===== config.mk =====
export PLATFORM = sky130hd
export DESIGN_NAME = circle_point_generator_top
export DESIGN_NICKNAME = d
export VERILOG_FILES = /design/src/sv/cpg_pkg.sv /design/src/sv/cpg_ctrl.sv /design/src/sv/cpg_datapath.sv /design/src/sv/circle_point_generator_top.sv
export SDC_FILE = /design/constraint.sdc
export NUM_CORES = 1
export LEC_CHECK = 0
export ABC_AREA = 0
export CAP_MARGIN = 25
export CORE_MARGIN = 4
export CORE_UTILIZATION = 56
export DETAILED_ROUTE_END_ITERATION = 16
export DONT_BUFFER_PORTS = 1
export PLACE_DENSITY_LB_ADDON = 0.12
export SETUP_SLACK_MARGIN = 0.4
export SLEW_MARGIN = 20
export SYNTH_ARGS = -nofsm -noshare
export SYNTH_HDL_FRONTEND = slang
export SYNTH_SLANG_ARGS = --single-unit

===== constraint.sdc =====
create_clock -name i_clk -period 5.58 [get_ports i_clk]
set_input_delay 1.116 -clock i_clk [delete_from_list [all_inputs] [get_ports i_clk]]
set_output_delay 1.116 -clock i_clk [all_outputs]
set_load 0.02 [all_outputs]

===== src/sv/cpg_pkg.sv =====
// Shared constants, types and command/status words for the circle point generator.
`default_nettype none

package cpg_pkg;

    localparam int RADIUS_MAX = 31;
    localparam int COORD_BITS = 11;
    localparam int STEP_CAP   = 64;

    localparam int CW  = 11;
    localparam int RW  = 5;
    localparam int OW  = 13;
    localparam int XW  = 7;
    localparam int DW  = 10;
    localparam int EW  = 12;
    localparam int NW  = 6;

    localparam logic [CW-1:0] CMASK      = CW'((64'd1 << COORD_BITS) - 64'd1);
    localparam logic [RW-1:0] RADIUS_SAT = RW'(RADIUS_MAX);
    localparam logic [NW-1:0] COUNT_LAST = NW'(STEP_CAP - 1);

    typedef enum logic {
        ST_IDLE,
        ST_RUN
    } t_state;

    typedef struct packed {
        logic load;
        logic step;
    } t_cmd;

    typedef struct packed {
        logic last;
    } t_stat;

endpackage

`default_nettype wire


===== src/sv/cpg_ctrl.sv =====
// Controller state machine: accepts a request and paces the steps against the output stall.
`default_nettype none

module cpg_ctrl import cpg_pkg::*; (
    input  wire logic  i_clk,
    input  wire logic  i_rst_n,
    input  wire logic  i_valid,
    output logic       o_stall,
    output logic       o_valid,
    input  wire logic  i_stall,
    input  wire t_stat i_stat,
    output t_cmd       o_cmd
);

    t_state r_state, n_state;
    logic   r_out_valid, n_out_valid;

    always_ff @(posedge i_clk) begin
        if (!i_rst_n) begin
            r_state     <= ST_IDLE;
            r_out_valid <= 1'b0;
        end else begin
            r_state     <= n_state;
            r_out_valid <= n_out_valid;
        end
    end

    always_comb begin
        n_state     = r_state;
        o_cmd       = '0;
        n_out_valid = r_out_valid && i_stall;
        case (r_state)
            ST_IDLE: begin
                if (i_valid) begin
                    o_cmd.load = 1'b1;
                    n_state    = ST_RUN;
                end
            end
            ST_RUN: begin
                if (!r_out_valid || !i_stall) begin
                    o_cmd.step  = 1'b1;
                    n_out_valid = 1'b1;
                    if (i_stat.last) begin
                        n_state = ST_IDLE;
                    end
                end
            end
            default: begin
                n_state = ST_IDLE;
            end
        endcase
    end

    assign o_stall = (r_state != ST_IDLE);
    assign o_valid = r_out_valid;

endmodule

`default_nettype wire


===== src/sv/cpg_datapath.sv =====
// Datapath: offset and error registers, step decision and output word register.
`default_nettype none

module cpg_datapath import cpg_pkg::*; (
    input  wire logic                 i_clk,
    input  wire t_cmd                 i_cmd,
    input  wire logic [CW-1:0]        i_center_x,
    input  wire logic [CW-1:0]        i_center_y,
    input  wire logic [RW-1:0]        i_radius,
    output t_stat                     o_stat,
    output logic signed [OW-1:0]      o_east_x,
    output logic signed [OW-1:0]      o_west_x,
    output logic signed [OW-1:0]      o_south_y,
    output logic signed [OW-1:0]      o_north_y,
    output logic                      o_last_step
);

    logic        [CW-1:0] r_cx, r_cy;
    logic signed [XW-1:0] r_x, r_y, n_x, n_y;
    logic signed [DW-1:0] r_delta, n_delta;
    logic        [NW-1:0] r_count;
    logic signed [OW-1:0] r_east_x, r_west_x, r_south_y, r_north_y;
    logic                 r_last;

    logic        [RW-1:0] rad;
    logic signed [EW-1:0] d_ext, y_ext, x_ext, err, d_new;
    logic signed [OW-1:0] cx_ext, cy_ext, xo_ext, yo_ext;

    always_comb begin
        rad    = (i_radius > RADIUS_SAT) ? RADIUS_SAT : i_radius;
        d_ext  = EW'(r_delta);
        y_ext  = EW'(r_y);
        x_ext  = EW'(r_x);
        err    = ((d_ext + y_ext) <<< 1) - EW'(1);
        n_x    = r_x;
        n_y    = r_y;
        if (r_delta < 0 && err <= 0) begin
            n_x   = r_x + XW'(1);
            d_new = d_ext + (x_ext <<< 1) + EW'(3);
        end else if (r_delta > 0 && err > 0) begin
            n_y   = r_y - XW'(1);
            d_new = d_ext - (y_ext <<< 1) + EW'(1);
        end else begin
            n_x   = r_x + XW'(1);
            n_y   = r_y - XW'(1);
            d_new = d_ext + ((x_ext - y_ext) <<< 1) + EW'(2);
        end
        n_delta     = DW'(d_new);
        o_stat.last = (n_y < 0) || (r_count == COUNT_LAST);
        cx_ext      = OW'(r_cx);
        cy_ext      = OW'(r_cy);
        xo_ext      = OW'(r_x);
        yo_ext      = OW'(r_y);
    end

    always_ff @(posedge i_clk) begin
        if (i_cmd.load) begin
            r_cx    <= i_center_x & CMASK;
            r_cy    <= i_center_y & CMASK;
            r_x     <= '0;
            r_y     <= XW'(rad);
            r_delta <= DW'(1) - (DW'(rad) <<< 1);
            r_count <= '0;
        end else if (i_cmd.step) begin
            r_east_x  <= cx_ext + xo_ext;
            r_west_x  <= cx_ext - xo_ext;
            r_south_y <= cy_ext + yo_ext;
            r_north_y <= cy_ext - yo_ext;
            r_last    <= o_stat.last;
            r_x       <= n_x;
            r_y       <= n_y;
            r_delta   <= n_delta;
            r_count   <= r_count + NW'(1);
        end
    end

    assign o_east_x    = r_east_x;
    assign o_west_x    = r_west_x;
    assign o_south_y   = r_south_y;
    assign o_north_y   = r_north_y;
    assign o_last_step = r_last;

endmodule

`default_nettype wire


===== src/sv/circle_point_generator_top.sv =====
// Top level of the circle point generator: controller and datapath.
//
//  channel  | handshake          | word
//  ---------+--------------------+-------------------------------------------
//  request  | i_valid / o_stall  | i_center_x, i_center_y, i_radius
//  points   | o_valid / i_stall  | o_east_x, o_west_x, o_south_y, o_north_y,
//           |                    | o_last_step
//
// A request is loaded, then one point word follows per cycle while the output is not
// stalled, up to 64 words per circle, paced by the single step unit.
// A word held in the output register under stall holds the walk; the next request
// is taken once the last word of the circle has been loaded into that register.
// Synchronous active-low reset returns the controller to idle with no word pending.
`default_nettype none

module circle_point_generator_top import cpg_pkg::*; (
    input  wire logic                 i_clk,
    input  wire logic                 i_rst_n,
    input  wire logic                 i_valid,
    output logic                      o_stall,
    input  wire logic [CW-1:0]        i_center_x,
    input  wire logic [CW-1:0]        i_center_y,
    input  wire logic [RW-1:0]        i_radius,
    output logic                      o_valid,
    input  wire logic                 i_stall,
    output logic signed [OW-1:0]      o_east_x,
    output logic signed [OW-1:0]      o_west_x,
    output logic signed [OW-1:0]      o_south_y,
    output logic signed [OW-1:0]      o_north_y,
    output logic                      o_last_step
);

    t_cmd  cmd;
    t_stat stat;

    cpg_ctrl u_ctrl (
        .i_clk   (i_clk),
        .i_rst_n (i_rst_n),
        .i_valid (i_valid),
        .o_stall (o_stall),
        .o_valid (o_valid),
        .i_stall (i_stall),
        .i_stat  (stat),
        .o_cmd   (cmd)
    );

    cpg_datapath u_datapath (
        .i_clk       (i_clk),
        .i_cmd       (cmd),
        .i_center_x  (i_center_x),
        .i_center_y  (i_center_y),
        .i_radius    (i_radius),
        .o_stat      (stat),
        .o_east_x    (o_east_x),
        .o_west_x    (o_west_x),
        .o_south_y   (o_south_y),
        .o_north_y   (o_north_y),
        .o_last_step (o_last_step)
    );

endmodule

`default_nettype wire

# Word level (Yosys, flattened, before mapping)
# Index checks and enable logic that the tools add are counted.
[classes] addsub=17 n_mul=0 div_mod_pow=0 magnitude_cmp=6 eq_ne=2 n_shift=0 n_mux=19 bitwise_logic=2 n_reduce_logical=10
[op_table] operator="$mux W10" count=4
[op_table] operator="$add A12 B7 Y13" count=2
[op_table] operator="$sub A12 B7 Y13" count=2
[op_table] operator="$mux W7" count=3
[op_table] operator="$add A10 B3 Y10 const B" count=2
[op_table] operator="$mux W5" count=3
[op_table] operator="$gt A12 B1 Y1 const B" count=1
[op_table] operator="$le A12 B1 Y1 const B" count=1
[op_table] operator="$sub A12 B2 Y12 const B" count=1
[op_table] operator="$add A10 B7 Y11" count=1
[op_table] operator="$add A10 B2 Y10 const B" count=1
[op_table] operator="$add A10 B8 Y10" count=1
[op_table] operator="$add A10 B9 Y10" count=1
[op_table] operator="$gt A10 B1 Y1 const B" count=1
[op_table] operator="$lt A10 B1 Y1 const B" count=1
[op_table] operator="$sub A10 B8 Y10" count=1
[op_table] operator="$mux W1" count=8
[op_table] operator="$sub A7 B7 Y8" count=1
[op_table] operator="$add A7 B2 Y7 const B" count=1
[op_table] operator="$lt A7 B1 Y1 const B" count=1
[op_table] operator="$sub A1 B6 Y7 const A" count=1
[op_table] operator="$sub A7 B2 Y7 const B" count=1
[op_table] operator="$add A6 B1 Y6 const B" count=1
[op_table] operator="$eq A6 B6 Y1 const B" count=1
[op_table] operator="9 further kinds" count=15
[totals] register_bits=107 latch_bits=0 ram_bits=0 mem_bits_ro=0 out_inout_bits=55 mem_count=0

# Depth between registers and ports, before layout
[logic_depth] depth_word=10 depth_mapped=17 mapped_depth_nobuf=17

# Cells and area by module
# Synthesis repeated with hierarchy kept, for this count alone.
[unflattened] hier_cells=770 area_unflattened_um2=7835.0
[modules_own_cells] module="cpg_datapath" n_inst=1 cells_each=761 area_each_um2=7752.4 seq_area_each_um2=2942.8
[modules_own_cells] module="cpg_ctrl" n_inst=1 cells_each=9 area_each_um2=82.6 seq_area_each_um2=40.0

# Least setup slack after synthesis
# Ideal clock, no wire load.
[synth_timing] path_type="register to register" startpoint="reg u_datapath.r_y[6] (netlist name)" endpoint="reg u_datapath.r_y[0], enable pin" setup_time_ns=0.374 arrival_ns=3.495 setup_slack_ns=1.711 path_stages_with_launch=12 path_buffers=3 period_less_slack_ns=3.869 path_cell_list="dfxtp_1 -> inv_1 -> clkbuf_1 -> ha_1 -> xor2_1 -> or4_4 -> a2111oi_4 -> o211ai_1 -> o211a_2 -> buf_4 -> buf_2 -> o21ai_0"
[synth_rtl] item="to (signal assigned)" line="cpg_datapath.sv:61" rtl="r_y <= XW'(rad);"
[synth_rtl] item="to (signal assigned)" line="cpg_datapath.sv:71" rtl="r_y <= n_y;"
[synth_rtl] item="to (decl)" line="cpg_datapath.sv:19" rtl="logic signed [XW-1:0] r_x, r_y, n_x, n_y;"

==> results summary <==
The total routing usage reported by global routing came out at approximately 22%. The source of the worst register-to-register timing path is u_datapath.r_y[6]. The data arrival time of the critical path came out at 4.18 ns. The post-route DRC violation count is 0.

The area growth from synthesis to layout is 4.95%. The count of buffers added by post-CTS timing repair for setup came out at 0. The number of H-tree levels is 3.

The endpoint identified for the worst register-to-register timing path is u_datapath.r_y[2]. The max-slew headroom at the worst pin came out at 50.6%. The first-pass iteration count of the detailed router is 5. The post-cts sizing count came out at 0. Along the worst path, the maximum fanout reaches 22.

STA classifies the critical path endpoint as a flip-flop. The clock root buffer is sky130_fd_sc_hd__clkbuf_16. Leaving out fill and tap cells, the most frequent cell in the layout is sky130_fd_sc_hd__ha_1. Counting flops and latches in the post-synthesis netlist gives 105. The largest net degree at the start of global routing is 35. The clock input transition at the sequential cells of the worst setup and hold paths is roughly 0.070 ns. The count of final setup violators is 0.

The sum of routed wire length over all layers is 18000 um. The fraction of the yosys area taken by sequential cells is 36.5%. The critical path start-end classification is reg2reg. The post-synth net total came out at 964. The highest achievable clock rate came out at 239 MHz.

The final period demand of the worst path is 4.19 ns. The final hold violation count is 0. In the layout the commonest cells are 116 x sky130_fd_sc_hd__ha_1, 88 x sky130_fd_sc_hd__edfxtp_1, 70 x sky130_fd_sc_hd__inv_1.

The aggregate global routing overflow came out at 0. The number of vias in the routed layout came out at 5909. The clock skew is 0.00725 ns.

The number of synthesis warnings is 0. The proportion of synthesized flip-flops having asynchronous set or reset is 0%. The max-slew violation total from the final report was 0. The worst setup path is launched from a flip-flop.

The antenna diode instance count came out at 0. The number of antenna violations at the first check in global routing is 0. The final clock period utilization by the worst path is 75.1%.

The horizontal die dimension is 129 um. Sorting the synthesized cells by area gives the leading types as sky130_fd_sc_hd__edfxtp_1 32%, sky130_fd_sc_hd__ha_1 18%, sky130_fd_sc_hd__xnor2_1 5.9%. The number of buffers inserted by port buffering came out at 0. Fill cells in the final layout number 1151.

Counting along the longest clock path gives a buffer depth of 2. The worst-skew pair later-pin latency came out at 0.36 ns. The synthesized design contains 88 enable-type register cells. The required time at the endpoint of the critical path came out at between 5 and 6 ns. Counting instances, the worst hold path has a depth of 2. The post-synth design cell area came out at 8170 um^2.

The number of distinct standard cells referenced by the synthesized netlist came out at 75. The worst hold path begins at u_datapath.r_count[1]. The number of buffers inserted for hold repair after clock tree synthesis is 0.

The run finished with clean final reports. The TritonCTS clock tree is done. Setup slack on the worst reg-to-reg path comes out at 1.39 ns. The worst reg-to-reg path cell count came out at 8. The first global-routing pass estimated 28600 um of wire. The placer's final routability congestion estimate came out at 0.867. The number of global-route vias before repair is roughly 5700.

The library cell occupying the most area in the post-synthesis netlist is sky130_fd_sc_hd__edfxtp_1. The slew at the pin with the worst max-slew slack is 0.738 ns. TritonCTS created 9 clock buffers.

Among all flip-flop cells after synthesis, the most frequent one is sky130_fd_sc_hd__edfxtp_1. The area of the placeable core came out at 14100 um^2. The detail route stage leaves a number of antenna-violating nets equal to 0. The net count of the finished layout is 952. During I/O placement, the number of pins put on the boundary was 86. The number of DRC markers in iteration 0 came out at 362.

For hold timing, the worst endpoint is u_datapath.r_count[1]. The total negative slack for setup checks is 0 ns. The clock sink count came out at 105. The area enclosed by the die boundary came out at 16600 um^2. Setup repair after global routing left no endpoint under its margin. Dividing the detail-routed wire length by the instance count gives 18.3 um. The synthesized area per cell came out at 10.1 um^2.

The wire-length estimate of the detail-placed layout is about 14000 um. The layout cell share with drive strength beyond 1 came out at about 4.5%. The max-capacitance violation count came out at 0. The starting density of the core is 58.0%.

In the synthesized netlist, the number of instances is 808. The portion of synthesized cell area occupied by the leading cell type is 32.3%. In the routed layout, each cell is associated on average with a via count of 6.02.

Measured along the y axis, the die boundary spans 129 um. The worst hold path belongs to the class reg2reg. The number of standard-cell rows in the floorplan is 43.
-- final cells by class --
type                    count  area (um^2)  share of cell area (%)
multi-input cells         604         4790                    55.9
repair buffers              3         22.5                   0.263
clock buffers              10          229                    2.67
clock inverters             6         51.3                   0.598
inverters                  73          274                    3.20
flip-flops and latches    105         2980                    34.8
well taps                 180          225                    2.63
-- worst max-delay path by stage --
stage                            startpoint                endpoint  slack (ns)  cells past startpoint
after CTS                 u_datapath.r_y[6]       u_datapath.r_y[2]        1.40                      8
after global placement    u_datapath.r_y[6]  u_datapath.o_last_step        1.62                      9
final                     u_datapath.r_y[6]       u_datapath.r_y[2]        1.39                      8
after global routing      u_datapath.r_y[6]       u_datapath.r_y[2]        1.10                      9
after detailed placement  u_datapath.r_y[6]       u_datapath.r_y[3]        1.41                      8
after floorplan           u_datapath.r_y[6]       u_datapath.r_y[0]        1.71                     11
-- registers in the layout, summed over array words and instances (netlist names) --
register                flops
u_ctrl.o_stall              1
u_datapath.r_cx            11
u_datapath.o_west_x        13
u_datapath.o_last_step      1
u_datapath.o_south_y       12
u_datapath.r_cy            11
u_datapath.o_north_y       13
u_ctrl.o_valid              1
u_datapath.r_delta         10
u_datapath.r_x              7
u_datapath.r_count          6
u_datapath.r_y              7
u_datapath.o_east_x        12
-- critical path: stages, from the launching register on --
cell and delay (ns):
sky130_fd_sc_hd__dfxtp_1 0.69, sky130_fd_sc_hd__inv_1 0.48, sky130_fd_sc_hd__ha_1 0.51, sky130_fd_sc_hd__xor2_1 0.19, sky130_fd_sc_hd__or4_4 0.45, sky130_fd_sc_hd__a2111oi_4 0.38
sky130_fd_sc_hd__o211ai_1 0.18, sky130_fd_sc_hd__o211a_2 0.33, sky130_fd_sc_hd__o21ai_0 0.61
-- layer usage --
| metal | track usage (%) | share of wire (%) | vias to the layer above |
|---|---|---|---|
| met1 | 28.3 | 46 | 2824 |
| met5 | 0 | 0 | - |
| met3 | 4.90 | 5.1 | 30 |
| met2 | 36.2 | 47 | 165 |
| li1 | - | - | 2890 |
| met4 | 6.24 | 2.1 | 0 |
-- cell families after synthesis --
| family | synth area share (%) |
|---|---|
| DFF | 36.5 |
| and+or+nand+nor | 13.0 |
| AOI/OAI and AO/OA | 15.3 |
| adders and majority gates | 20.0 |
| muxes | 2.10 |
| xor gates and xnor gates | 8.25 |
| buffers and inverters | 4.87 |
-- synthesized netlist by cell type, drive strengths merged, types with 3 or more instances --
library cell	count
a21boi	3
ha	116
nor2b	20
xnor2	55
or4	3
a31oi	8
fa	9
a22oi	3
nand2	38
a21o	11
xor2	22
and3	13
o21bai	10
nand3	18
clkbuf	17
nor3	20
and2	3
a211o	4
or3	5
o21ai	37
o41ai	4
nor4	3
o311ai	4
buf	9
o31ai	7
nand2b	9
o211ai	12
inv	72
a21oi	53
edfxtp	88
nand4	9
dfxtp	17
nor2	49
o21a	5
mux2i	16
-- through the flow --
stage	util (%)	hold WS (ns)	area, um^2	setup WS [ns]	std cells
final	60.8	0.500	8580	1.39	981
after floorplan	-	0.465	8170	1.71	808
after global placement	58.8	0.482	8300	1.62	965
after detailed placement	58.8	0.488	8300	1.41	965
after global routing	60.8	0.537	8580	1.10	981
after CTS	60.8	0.500	8580	1.40	981
Power is left out: the tool's default activity adds up to more than one toggle a clock period on the data nets, which glitch-free logic cannot reach.
